$ cat config.mk
export PLATFORM = sky130hd
export DESIGN_NAME = priority_message_queue
export DESIGN_NICKNAME = d
export VERILOG_FILES = /design/src/rtl/pmq_pkg.sv /design/src/rtl/pmq_cell.sv /design/src/rtl/pmq_csr.sv /design/src/rtl/priority_message_queue.sv
export SDC_FILE = /design/constraint.sdc
export NUM_CORES = 2
export LEC_CHECK = 0
export BUFFER_PORTS_ARGS = -buffer_cell sky130_fd_sc_hd__buf_4
export CORE_ASPECT_RATIO = 0.75
export CORE_MARGIN = 2
export CORE_UTILIZATION = 48
export CTS_CLUSTER_DIAMETER = 100
export CTS_CLUSTER_SIZE = 8
export DETAILED_ROUTE_END_ITERATION = 12
export PLACE_DENSITY = 0.68
export SYNTH_ARGS = -nofsm -noshare
export SYNTH_HDL_FRONTEND = slang
export SYNTH_SLANG_ARGS = --single-unit
$ cat constraint.sdc
create_clock -name clock -period 9.1 [get_ports clock]
set_clock_uncertainty 0.15 [all_clocks]
set_input_delay 1.365 -clock clock [delete_from_list [all_inputs] [get_ports clock]]
set_output_delay 1.365 -clock clock [all_outputs]
set_load 0.1 [all_outputs]
$ cat src/rtl/pmq_pkg.sv
// Shared types, codes and defaults of the priority message queue.
package pmq_pkg;

   localparam int QueueDepthDefault      = 16;
   localparam int MaxMessageBytesDefault = 256;
   localparam int PriorityLimitDefault   = 32768;
   localparam int TagBitsDefault         = 16;

   localparam logic [7:0] SignalTop = 8'd64;

   localparam logic [4:0] MaxMessagesReset = 5'd10;
   localparam logic [8:0] MessageSizeReset = 9'd256;

   typedef enum logic [1:0] {
      KIND_SEND          = 2'd0,
      KIND_RECEIVE       = 2'd1,
      KIND_NOTIFY_REG    = 2'd2,
      KIND_NOTIFY_CANCEL = 2'd3
   } kind_type;

   typedef enum logic [2:0] {
      ST_OK          = 3'd0,
      ST_BAD_ACCESS  = 3'd1,
      ST_INVALID     = 3'd2,
      ST_SIZE_ERROR  = 3'd3,
      ST_WOULD_BLOCK = 3'd4,
      ST_BUSY        = 3'd5
   } status_type;

   typedef enum logic [1:0] {
      ACCESS_RECEIVE_ONLY = 2'd0,
      ACCESS_SEND_ONLY    = 2'd1,
      ACCESS_BOTH         = 2'd2
   } access_type;

   typedef enum logic [1:0] {
      REG_MAX_MESSAGES = 2'd0,
      REG_MESSAGE_SIZE = 2'd1,
      REG_ACCESS_MODE  = 2'd2
   } reg_index_type;

   typedef struct packed {
      logic [4:0] max_messages;
      logic [8:0] length_limit;
      logic [1:0] access_mode;
   } cfg_type;

   typedef struct packed {
      logic push;
      logic pop;
   } cell_ctl_type;

endpackage

$ cat src/rtl/pmq_cell.sv
// One entry of the sorted queue: holds a message and shifts it along the row.
module pmq_cell #(
   parameter int LEN_BITS  = 9,
   parameter int PRIO_BITS = 15,
   parameter int TAG_BITS  = 16
) (
   input  logic                  clock,
   input  pmq_pkg::cell_ctl_type ctl,
   input  logic                  occupied,
   input  logic                  left_keep,
   input  logic [LEN_BITS-1:0]   new_len,
   input  logic [PRIO_BITS-1:0]  new_prio,
   input  logic [TAG_BITS-1:0]   new_tag,
   input  logic [LEN_BITS-1:0]   left_len,
   input  logic [PRIO_BITS-1:0]  left_prio,
   input  logic [TAG_BITS-1:0]   left_tag,
   input  logic [LEN_BITS-1:0]   right_len,
   input  logic [PRIO_BITS-1:0]  right_prio,
   input  logic [TAG_BITS-1:0]   right_tag,
   output logic                  keep,
   output logic [LEN_BITS-1:0]   len_q,
   output logic [PRIO_BITS-1:0]  prio_q,
   output logic [TAG_BITS-1:0]   tag_q
);

   logic [LEN_BITS-1:0]  len_ff;
   logic [PRIO_BITS-1:0] prio_ff;
   logic [TAG_BITS-1:0]  tag_ff;

   // An entry of equal or higher priority stays ahead of the new message.
   assign keep = occupied && (prio_ff >= new_prio);

   always_ff @(posedge clock) begin
      if (ctl.push) begin
         if (!keep) begin
            if (left_keep) begin
               len_ff  <= new_len;
               prio_ff <= new_prio;
               tag_ff  <= new_tag;
            end else begin
               len_ff  <= left_len;
               prio_ff <= left_prio;
               tag_ff  <= left_tag;
            end
         end
      end else if (ctl.pop) begin
         len_ff  <= right_len;
         prio_ff <= right_prio;
         tag_ff  <= right_tag;
      end
   end

   assign len_q  = len_ff;
   assign prio_q = prio_ff;
   assign tag_q  = tag_ff;

endmodule

$ cat src/rtl/pmq_csr.sv
// Configuration registers of the priority message queue behind an APB-style port.
module pmq_csr (
   input  logic             clock,
   input  logic             reset,
   input  logic             psel,
   input  logic             penable,
   input  logic             pwrite,
   input  logic [3:0]       paddr,
   input  logic [31:0]      pwdata,
   output logic [31:0]      prdata,
   output logic             pready,
   output pmq_pkg::cfg_type cfg
);

   logic [4:0] max_messages_ff;
   logic [8:0] length_limit_ff;
   logic [1:0] access_mode_ff;
   logic       write_en;
   pmq_pkg::reg_index_type index;

   assign pready   = 1'b1;
   assign write_en = psel && penable && pwrite;
   assign index    = pmq_pkg::reg_index_type'(paddr[3:2]);

   always_ff @(posedge clock) begin
      if (reset) begin
         max_messages_ff <= pmq_pkg::MaxMessagesReset;
         length_limit_ff <= pmq_pkg::MessageSizeReset;
         access_mode_ff  <= pmq_pkg::ACCESS_BOTH;
      end else if (write_en) begin
         unique case (index)
            pmq_pkg::REG_MAX_MESSAGES: max_messages_ff <= pwdata[4:0];
            pmq_pkg::REG_MESSAGE_SIZE: length_limit_ff <= pwdata[8:0];
            pmq_pkg::REG_ACCESS_MODE:  access_mode_ff  <= pwdata[1:0];
            default: ;
         endcase
      end
   end

   always_comb begin
      unique case (index)
         pmq_pkg::REG_MAX_MESSAGES: prdata = 32'(max_messages_ff);
         pmq_pkg::REG_MESSAGE_SIZE: prdata = 32'(length_limit_ff);
         pmq_pkg::REG_ACCESS_MODE:  prdata = 32'(access_mode_ff);
         default:                   prdata = 32'd0;
      endcase
   end

   assign cfg.max_messages = max_messages_ff;
   assign cfg.length_limit = length_limit_ff;
   assign cfg.access_mode  = access_mode_ff;

endmodule

$ cat src/rtl/priority_message_queue.sv
// Priority message queue top level: request decode, checks, notification and results.
//
// One request is taken in every clock cycle: busy stays low, and the result of an
// accepted request is registered and shown on the rsp_ ports, with rsp_strobe high
// for a single cycle. The receiver cannot hold results off. Messages
// sit in a row of QUEUE_DEPTH cells kept in priority order; on a send every cell
// compares its priority with the new one in the same cycle and the row shifts
// back by one behind the insertion point, on a receive the whole row shifts
// forward by one. Occupancy follows from the message count, so there is no
// clearing pass after reset.
module priority_message_queue #(
   parameter int QUEUE_DEPTH       = pmq_pkg::QueueDepthDefault,
   parameter int MAX_MESSAGE_BYTES = pmq_pkg::MaxMessageBytesDefault,
   parameter int PRIORITY_LIMIT    = pmq_pkg::PriorityLimitDefault,
   parameter int TAG_BITS          = pmq_pkg::TagBitsDefault
) (
   input  logic        clock,
   input  logic        reset,
   input  logic        start,
   output logic        busy,
   input  logic [1:0]  req_kind,
   input  logic [15:0] req_length,
   input  logic [15:0] req_priority_req,
   input  logic [15:0] req_payload_tag,
   input  logic [30:0] req_requester_id,
   input  logic        req_signal_mode,
   input  logic [7:0]  req_signal_number,
   input  logic [63:0] req_signal_value,
   input  logic        req_owner_gone,
   output logic        rsp_strobe,
   output logic [2:0]  rsp_status,
   output logic [8:0]  rsp_out_length,
   output logic [14:0] rsp_out_priority,
   output logic [15:0] rsp_out_tag,
   output logic [4:0]  rsp_message_count,
   output logic        rsp_notify_fire,
   output logic [30:0] rsp_notify_target,
   output logic [7:0]  rsp_notify_signal,
   output logic [63:0] rsp_notify_data,
   input  logic        psel,
   input  logic        penable,
   input  logic        pwrite,
   input  logic [3:0]  paddr,
   input  logic [31:0] pwdata,
   output logic [31:0] prdata,
   output logic        pready
);

   localparam int LEN_BITS   = $clog2(MAX_MESSAGE_BYTES + 1);
   localparam int PRIO_BITS  = $clog2(PRIORITY_LIMIT);
   localparam int COUNT_BITS = $clog2(QUEUE_DEPTH + 1);

   pmq_pkg::cfg_type      cfg;
   pmq_pkg::cell_ctl_type ctl;
   pmq_pkg::kind_type     kind;
   pmq_pkg::status_type   status;

   logic accept;

   logic [COUNT_BITS-1:0] held_count_ff, held_count_in;
   logic [30:0]           watcher_id_ff, watcher_id_in;
   logic                  watcher_mode_ff, watcher_mode_in;
   logic [7:0]            watcher_signal_ff, watcher_signal_in;
   logic [63:0]           watcher_value_ff, watcher_value_in;

   logic        rsp_strobe_ff;
   logic [2:0]  rsp_status_ff, rsp_status_in;
   logic [8:0]  rsp_out_length_ff, rsp_out_length_in;
   logic [14:0] rsp_out_priority_ff, rsp_out_priority_in;
   logic [15:0] rsp_out_tag_ff, rsp_out_tag_in;
   logic [4:0]  rsp_message_count_ff;
   logic        rsp_notify_fire_ff, rsp_notify_fire_in;
   logic [30:0] rsp_notify_target_ff, rsp_notify_target_in;
   logic [7:0]  rsp_notify_signal_ff, rsp_notify_signal_in;
   logic [63:0] rsp_notify_data_ff, rsp_notify_data_in;

   logic [31:0] capacity_w, size_limit_w, held_w, held_in_w;
   logic [31:0] len_w, prio_w, tag_w;
   logic [31:0] head_len_w, head_prio_w, head_tag_w;
   logic        held_empty;

   logic [LEN_BITS-1:0]  new_len;
   logic [PRIO_BITS-1:0] new_prio;
   logic [TAG_BITS-1:0]  new_tag;

   logic [QUEUE_DEPTH-1:0] occupied;
   logic [QUEUE_DEPTH-1:0] keep;
   logic [LEN_BITS-1:0]    len_q  [QUEUE_DEPTH];
   logic [PRIO_BITS-1:0]   prio_q [QUEUE_DEPTH];
   logic [TAG_BITS-1:0]    tag_q  [QUEUE_DEPTH];

   pmq_csr u_csr (
      .clock   (clock),
      .reset   (reset),
      .psel    (psel),
      .penable (penable),
      .pwrite  (pwrite),
      .paddr   (paddr),
      .pwdata  (pwdata),
      .prdata  (prdata),
      .pready  (pready),
      .cfg     (cfg)
   );

   assign busy   = 1'b0;
   assign accept = start && !busy;
   assign kind   = pmq_pkg::kind_type'(req_kind);

   assign len_w    = 32'(req_length);
   assign prio_w   = 32'(req_priority_req);
   assign tag_w    = 32'(req_payload_tag);
   assign new_len  = len_w[LEN_BITS-1:0];
   assign new_prio = prio_w[PRIO_BITS-1:0];
   assign new_tag  = tag_w[TAG_BITS-1:0];

   assign held_w     = 32'(held_count_ff);
   assign held_empty = (held_count_ff == '0);
   assign capacity_w = (32'(cfg.max_messages) > 32'(QUEUE_DEPTH)) ?
                       32'(QUEUE_DEPTH) : 32'(cfg.max_messages);
   assign size_limit_w = (32'(cfg.length_limit) > 32'(MAX_MESSAGE_BYTES)) ?
                         32'(MAX_MESSAGE_BYTES) : 32'(cfg.length_limit);

   generate
      for (genvar i = 0; i < QUEUE_DEPTH; i++) begin : g_cell
         logic                 left_keep;
         logic [LEN_BITS-1:0]  left_len, right_len;
         logic [PRIO_BITS-1:0] left_prio, right_prio;
         logic [TAG_BITS-1:0]  left_tag, right_tag;

         assign occupied[i] = (32'(i) < held_w);

         if (i == 0) begin : g_first
            // The head has nobody ahead of it, so it takes the new message itself.
            assign left_keep = 1'b1;
            assign left_len  = new_len;
            assign left_prio = new_prio;
            assign left_tag  = new_tag;
         end else begin : g_inner
            assign left_keep = keep[i-1];
            assign left_len  = len_q[i-1];
            assign left_prio = prio_q[i-1];
            assign left_tag  = tag_q[i-1];
         end

         if (i == QUEUE_DEPTH - 1) begin : g_last
            assign right_len  = len_q[i];
            assign right_prio = prio_q[i];
            assign right_tag  = tag_q[i];
         end else begin : g_body
            assign right_len  = len_q[i+1];
            assign right_prio = prio_q[i+1];
            assign right_tag  = tag_q[i+1];
         end

         pmq_cell #(
            .LEN_BITS  (LEN_BITS),
            .PRIO_BITS (PRIO_BITS),
            .TAG_BITS  (TAG_BITS)
         ) u_cell (
            .clock      (clock),
            .ctl        (ctl),
            .occupied   (occupied[i]),
            .left_keep  (left_keep),
            .new_len    (new_len),
            .new_prio   (new_prio),
            .new_tag    (new_tag),
            .left_len   (left_len),
            .left_prio  (left_prio),
            .left_tag   (left_tag),
            .right_len  (right_len),
            .right_prio (right_prio),
            .right_tag  (right_tag),
            .keep       (keep[i]),
            .len_q      (len_q[i]),
            .prio_q     (prio_q[i]),
            .tag_q      (tag_q[i])
         );
      end
   endgenerate

   assign head_len_w  = 32'(len_q[0]);
   assign head_prio_w = 32'(prio_q[0]);
   assign head_tag_w  = 32'(tag_q[0]);

   always_comb begin
      status               = pmq_pkg::ST_OK;
      ctl                  = '0;
      held_count_in        = held_count_ff;
      watcher_id_in        = watcher_id_ff;
      watcher_mode_in      = watcher_mode_ff;
      watcher_signal_in    = watcher_signal_ff;
      watcher_value_in     = watcher_value_ff;
      rsp_out_length_in    = '0;
      rsp_out_priority_in  = '0;
      rsp_out_tag_in       = '0;
      rsp_notify_fire_in   = 1'b0;
      rsp_notify_target_in = '0;
      rsp_notify_signal_in = '0;
      rsp_notify_data_in   = '0;

      if (accept) begin
         unique case (kind)
            pmq_pkg::KIND_SEND: begin
               if (prio_w >= 32'(PRIORITY_LIMIT)) begin
                  status = pmq_pkg::ST_INVALID;
               end else if (cfg.access_mode == pmq_pkg::ACCESS_RECEIVE_ONLY) begin
                  status = pmq_pkg::ST_BAD_ACCESS;
               end else if (len_w > size_limit_w) begin
                  status = pmq_pkg::ST_SIZE_ERROR;
               end else if (held_w >= capacity_w) begin
                  status = pmq_pkg::ST_WOULD_BLOCK;
               end else begin
                  ctl.push      = 1'b1;
                  held_count_in = held_count_ff + COUNT_BITS'(1);
                  // The first message into an empty queue consumes the registration.
                  if (held_empty && (watcher_id_ff != '0)) begin
                     watcher_id_in = '0;
                     if (watcher_mode_ff) begin
                        rsp_notify_fire_in   = 1'b1;
                        rsp_notify_target_in = watcher_id_ff;
                        rsp_notify_signal_in = watcher_signal_ff;
                        rsp_notify_data_in   = watcher_value_ff;
                     end
                  end
               end
            end
            pmq_pkg::KIND_RECEIVE: begin
               if (cfg.access_mode == pmq_pkg::ACCESS_SEND_ONLY) begin
                  status = pmq_pkg::ST_BAD_ACCESS;
               end else if (len_w < size_limit_w) begin
                  status = pmq_pkg::ST_SIZE_ERROR;
               end else if (held_empty) begin
                  status = pmq_pkg::ST_WOULD_BLOCK;
               end else begin
                  ctl.pop             = 1'b1;
                  held_count_in       = held_count_ff - COUNT_BITS'(1);
                  rsp_out_length_in   = head_len_w[8:0];
                  rsp_out_priority_in = head_prio_w[14:0];
                  rsp_out_tag_in      = head_tag_w[15:0];
               end
            end
            pmq_pkg::KIND_NOTIFY_REG: begin
               if (req_signal_mode && ((req_signal_number == 8'd0) ||
                                       (req_signal_number > pmq_pkg::SignalTop))) begin
                  status = pmq_pkg::ST_INVALID;
               end else if ((watcher_id_ff != '0) && !req_owner_gone) begin
                  status = pmq_pkg::ST_BUSY;
               end else begin
                  watcher_id_in     = req_requester_id;
                  watcher_mode_in   = req_signal_mode;
                  watcher_signal_in = req_signal_number;
                  watcher_value_in  = req_signal_value;
                  // Messages already waiting: drop the registration, firing at once in signal mode.
                  if (!held_empty) begin
                     watcher_id_in = '0;
                     if (req_signal_mode) begin
                        rsp_notify_fire_in   = 1'b1;
                        rsp_notify_target_in = req_requester_id;
                        rsp_notify_signal_in = req_signal_number;
                        rsp_notify_data_in   = req_signal_value;
                     end
                  end
               end
            end
            pmq_pkg::KIND_NOTIFY_CANCEL: begin
               if (watcher_id_ff == req_requester_id) begin
                  watcher_id_in = '0;
               end
            end
            default: ;
         endcase
      end
      rsp_status_in = status;
   end

   assign held_in_w = 32'(held_count_in);

   always_ff @(posedge clock) begin
      if (reset) begin
         held_count_ff     <= '0;
         watcher_id_ff     <= '0;
         watcher_mode_ff   <= 1'b0;
         watcher_signal_ff <= '0;
         watcher_value_ff  <= '0;
         rsp_strobe_ff     <= 1'b0;
      end else begin
         held_count_ff     <= held_count_in;
         watcher_id_ff     <= watcher_id_in;
         watcher_mode_ff   <= watcher_mode_in;
         watcher_signal_ff <= watcher_signal_in;
         watcher_value_ff  <= watcher_value_in;
         rsp_strobe_ff     <= accept;
      end
   end

   always_ff @(posedge clock) begin
      if (accept) begin
         rsp_status_ff        <= rsp_status_in;
         rsp_out_length_ff    <= rsp_out_length_in;
         rsp_out_priority_ff  <= rsp_out_priority_in;
         rsp_out_tag_ff       <= rsp_out_tag_in;
         rsp_message_count_ff <= held_in_w[4:0];
         rsp_notify_fire_ff   <= rsp_notify_fire_in;
         rsp_notify_target_ff <= rsp_notify_target_in;
         rsp_notify_signal_ff <= rsp_notify_signal_in;
         rsp_notify_data_ff   <= rsp_notify_data_in;
      end
   end

   assign rsp_strobe        = rsp_strobe_ff;
   assign rsp_status        = rsp_status_ff;
   assign rsp_out_length    = rsp_out_length_ff;
   assign rsp_out_priority  = rsp_out_priority_ff;
   assign rsp_out_tag       = rsp_out_tag_ff;
   assign rsp_message_count = rsp_message_count_ff;
   assign rsp_notify_fire   = rsp_notify_fire_ff;
   assign rsp_notify_target = rsp_notify_target_ff;
   assign rsp_notify_signal = rsp_notify_signal_ff;
   assign rsp_notify_data   = rsp_notify_data_ff;

`ifndef NO_ASSERTIONS
   a_held_bounded: assert property (@(posedge clock) disable iff (reset)
      held_w <= 32'(QUEUE_DEPTH))
      else $error("message count beyond queue depth");

   a_strobe_follows: assert property (@(posedge clock) disable iff (reset)
      accept |=> rsp_strobe)
      else $error("accepted request gave no result strobe");

   a_no_spurious: assert property (@(posedge clock) disable iff (reset)
      (!reset && !accept) |=> !rsp_strobe)
      else $error("result strobe without an accepted request");

   a_count_stable: assert property (@(posedge clock) disable iff (reset)
      (!reset && !accept) |=> $stable(held_count_ff))
      else $error("message count changed with no request");

   a_fire_ok: assert property (@(posedge clock) disable iff (reset)
      (rsp_strobe && rsp_notify_fire) |-> (rsp_status == pmq_pkg::ST_OK))
      else $error("notification fired on a failed request");
`endif

endmodule

==> results by group <==
Run status
  • Run status: finished, final reports clean

Detailed routing
  • DRT Wirelength: about 140000 um
  • Via density: about 6
  • Residual DRC count: 0
  • Drt first-iter violations: roughly 4000
  • Drt wl/cell: around 23 um
  • Vias: about 36000
  • Antenna Nets Post-Route: 0
  • Drt first pass iters: 5

Logic synthesis
  • XOR/XNOR Fraction of Synth Area: 0.591%
  • Largest family of logic cells by synthesized area: multiplexers
  • Synth unique cells: 66
  • Post-Syn Instances: 4366
  • Syn_area_per_cell: roughly 11 um^2
  • Post-synth ARST share: 0%
  • Seq cells post-synth: ~920
  • Simple-gate share of the synthesized area: about a tenth
  • Post-synthesis compound-gate area fraction: between 10 and 15%
  • Netlist Area Pre-Place: 48900 um^2
  • Sequential area share after synthesis: 53.8%
  • Adder and majority gate portion of the synthesized area: 6.57%
  • Multiplexer share of the synthesized area: a little over an eighth
  • Top FF cell, synth: edfxtp_1
  • Ys Warns: 0
  • EDFF count, synth: ~790

Setup path
  • CP Capture Type: flop
  • CP Launch Type: input port
  • FF-to-FF Start: u_csr.length_limit_ff[8]
  • Critical Path AT: 5.87 ns
  • Worst Setup SP: req_length[6]
  • Crit path kind: in -> reg
  • Crit Path Max Fanout: 53
  • Worst Path Required: 9.28 ns
  • Reg2Reg Depth: 13

Finish
  • Final nets: a little over 5000
  • Most frequent cells in the layout: edfxtp_1 (792), mux2i_1 (609), nor2_1 (450)
  • Layout Utilization: roughly 55%
  • # fillers: about 8500
  • Commonest non-fill, non-tap cell in the layout: edfxtp_1
  • Share of layout cells above drive strength 1: between 10% and 20%
  • P&R area growth vs syn: 14.5%
  • Final cell count without fillers: between 5000 and 6000

Hold path
  • Hold_sp: watcher_value_ff[20]
  • Hold-critical path depth: 2
  • HP Class: reg -> reg

Power
  • Cell-internal power: between 7 and 8 mW
  • Clock power frac: 45.8%
  • Pwr per Cell Area: roughly 170 nW/um^2
  • Combinational fraction of design power: 6.9%
  • Sequential group share of total power: between 40% and 50%
  • VDD IR max: between 0.15 and 0.2 mV
  • Sw power: roughly 2.3 mW
  • Leakage: between 20 and 25 nW
  • Sw Share: between 20% and 30%
  • Tot Pwr: a little under 10 mW

Die
  • Ports: between 300 and 400
  • DIE AREA: roughly 100000 um^2
  • CORE AREA: approximately 100000 um^2
  • Die X: ~370 um
  • Rows: 101
  • Starting density of the core: about half
  • Die Y: about 280 um

Clock tree
  • H-tree depth: 4
  • Sinks on Clock Net: a little over 900
  • CTS tree: done
  • TritonCTS Buffers: around 130
  • Worst-path clk slew: 0.05 ns
  • Clock Latency Late Sink: between 0.7 and 0.8 ns
  • Clock buffer depth: 3
  • Setup Buffers After CTS: 0
  • Post-CTS Hold Fix Bufs: 0
  • CTS Root Cell: clkbuf_16
  • Resize count post-CTS: 0

Timing
  • Final hold vios: 0
  • Minimum clock period: ~5.7 ns
  • Worst slew margin: 13.1%
  • Setup_tns: 0 ns
  • Fin crit share: between 60 and 70%
  • Setup ws final: ~3.4 ns
  • Fmax achieved: 176 MHz
  • Unrepaired setup endpoints after global routing: false
  • Worst slew pin tran: roughly 1.3 ns
  • Final Slew Violations: 0
  • Setup-failing EPs final: 0

Placement
  • Placed cell count: around 5800
  • Port Buf Inserts: ~330
  • Dpl ws: around 2.7 ns
  • Gp weighted congestion: between 0.8 and 0.9
  • DP HPWL: 88000 um

Global route
  • Vias in the first global route: ~33000
  • GRT Overall Usage: 25.4%
  • Largest net degree at the start of global routing: between 200 and 250
  • Antenna violations before repair: 4
  • First-pass GRT wire length: 206000 um
  • GRT Residual Overflow: 0

Flow run
  • Max-cap viol count: 0
## stage by stage
step / instance area, um^2 / hold WS (ns)
floorplan: 49000 / 0.305
global placement: 52400 / 0.323
detailed placement: 52400 / 0.333
CTS: 56000 / 0.346
global route: 56000 / 0.368
finish: 56000 / 0.341
## final cells by class
cell class / instances / area [um^2] / area share (%)
clock buffers: 166 / 3470 / 6.20
repair buffers: 400 / 3060 / 5.46
inverters: 45 / 169 / 0.301
diodes: 1 / 2.50 / 0.00447
flip-flops and latches: 918 / 26300 / 47.0
well taps: 1339 / 1680 / 2.99
multi-input cells: 3097 / 21200 / 37.9
clock inverters: 13 / 131 / 0.234
## logic make-up (layout without fill, tap and decap cells)
kind of cell / count (synthesis) / count (layout)
flip-flops: 918 / 918
other: 2 / 26
adder cells (fa/ha/maj): 257 / 257
AO/OA/AOI/OAI: 1022 / 1022
XOR/XNOR: 33 / 33
AND/OR/NAND/NOR: 1111 / 1111
multiplexers: 649 / 649
buffers and inverters: 374 / 624
## flip-flops by register name (all words and copies together) (netlist names), 15 cells and up
signal                flops
rsp_out_tag              16
rsp_notify_data          64
rsp_out_priority         15
rsp_notify_target        31
watcher_id_ff            31
g_cell.u_cell.prio_q    240
g_cell.u_cell.tag_q     256
watcher_value_ff         64
g_cell.u_cell.len_q     144
## cell usage after synthesis, types with 6 or more instances
master	count	area (um^2)
nor4_1	18	113
buf_2	93	465
nor3_1	24	120
o21a_1	20	150
mux2_2	40	450
nand3_1	21	105
nor2b_1	31	194
and4_1	6	52.6
buf_4	40	300
nand2b_1	15	93.8
buf_6	20	225
a21o_1	32	240
dfxtp_1	126	2520
o21ai_1	82	410
edfxtp_1	792	23800
a21oi_1	427	2140
ha_1	257	3220
nand2_1	438	1640
clkbuf_1	170	638
o31ai_1	7	52.6
mux2i_1	609	6100
a22o_1	135	1180
buf_1	6	22.5
and3_1	6	37.5
inv_1	44	165
a2111oi_0	8	70.1
and2_1	46	288
a211oi_1	15	113
o211ai_1	11	82.6
nand4_1	44	275
o21ai_0	235	1180
xnor2_1	32	280
a31oi_1	9	56.3
nor2_1	451	1690
a211o_1	7	61.3
## power groups by stage
stage	combinational (mW)	clock, mW	sequential [mW]
after floorplan	0.251	0	4.84
after global placement	0.654	0	4.66
after detailed placement	0.660	0	4.66
after CTS	0.663	4.51	4.58
after global routing	0.706	4.66	4.58
final	0.669	4.44	4.58
## path summary, 6_finish.rpt
path	end	slack (ns)
worst max-delay path	g_cell[1].u_cell.tag_q[8]	3.41
worst min-delay path	watcher_value_ff[20]	0.34
worst max register to register	g_cell[1].u_cell.tag_q[8]	3.73
worst min register to register	watcher_value_ff[20]	0.34
## worst max-delay path, stage by stage
cell     delay [ns]
buf_4          0.19
ha_1           0.32
and3_1         0.15
nand3_1        0.09
nor3_1         0.52
a21oi_1        0.21
nor4_4         0.49
and3_4         0.68
buf_4          0.57
nand2_1        0.14
nand2_2        0.52
buf_4          0.54
## metal layers
metal  GRT usage [%]  up-vias  share of wire, %
met5               0        -             0.029
met2            35.0     1527                40
met3            5.48      197               9.4
met4            6.88        6               2.3
met1            39.9    17437                48
li1                -    16533                 -
No activity file was read; power rests on OpenSTA's default activity.
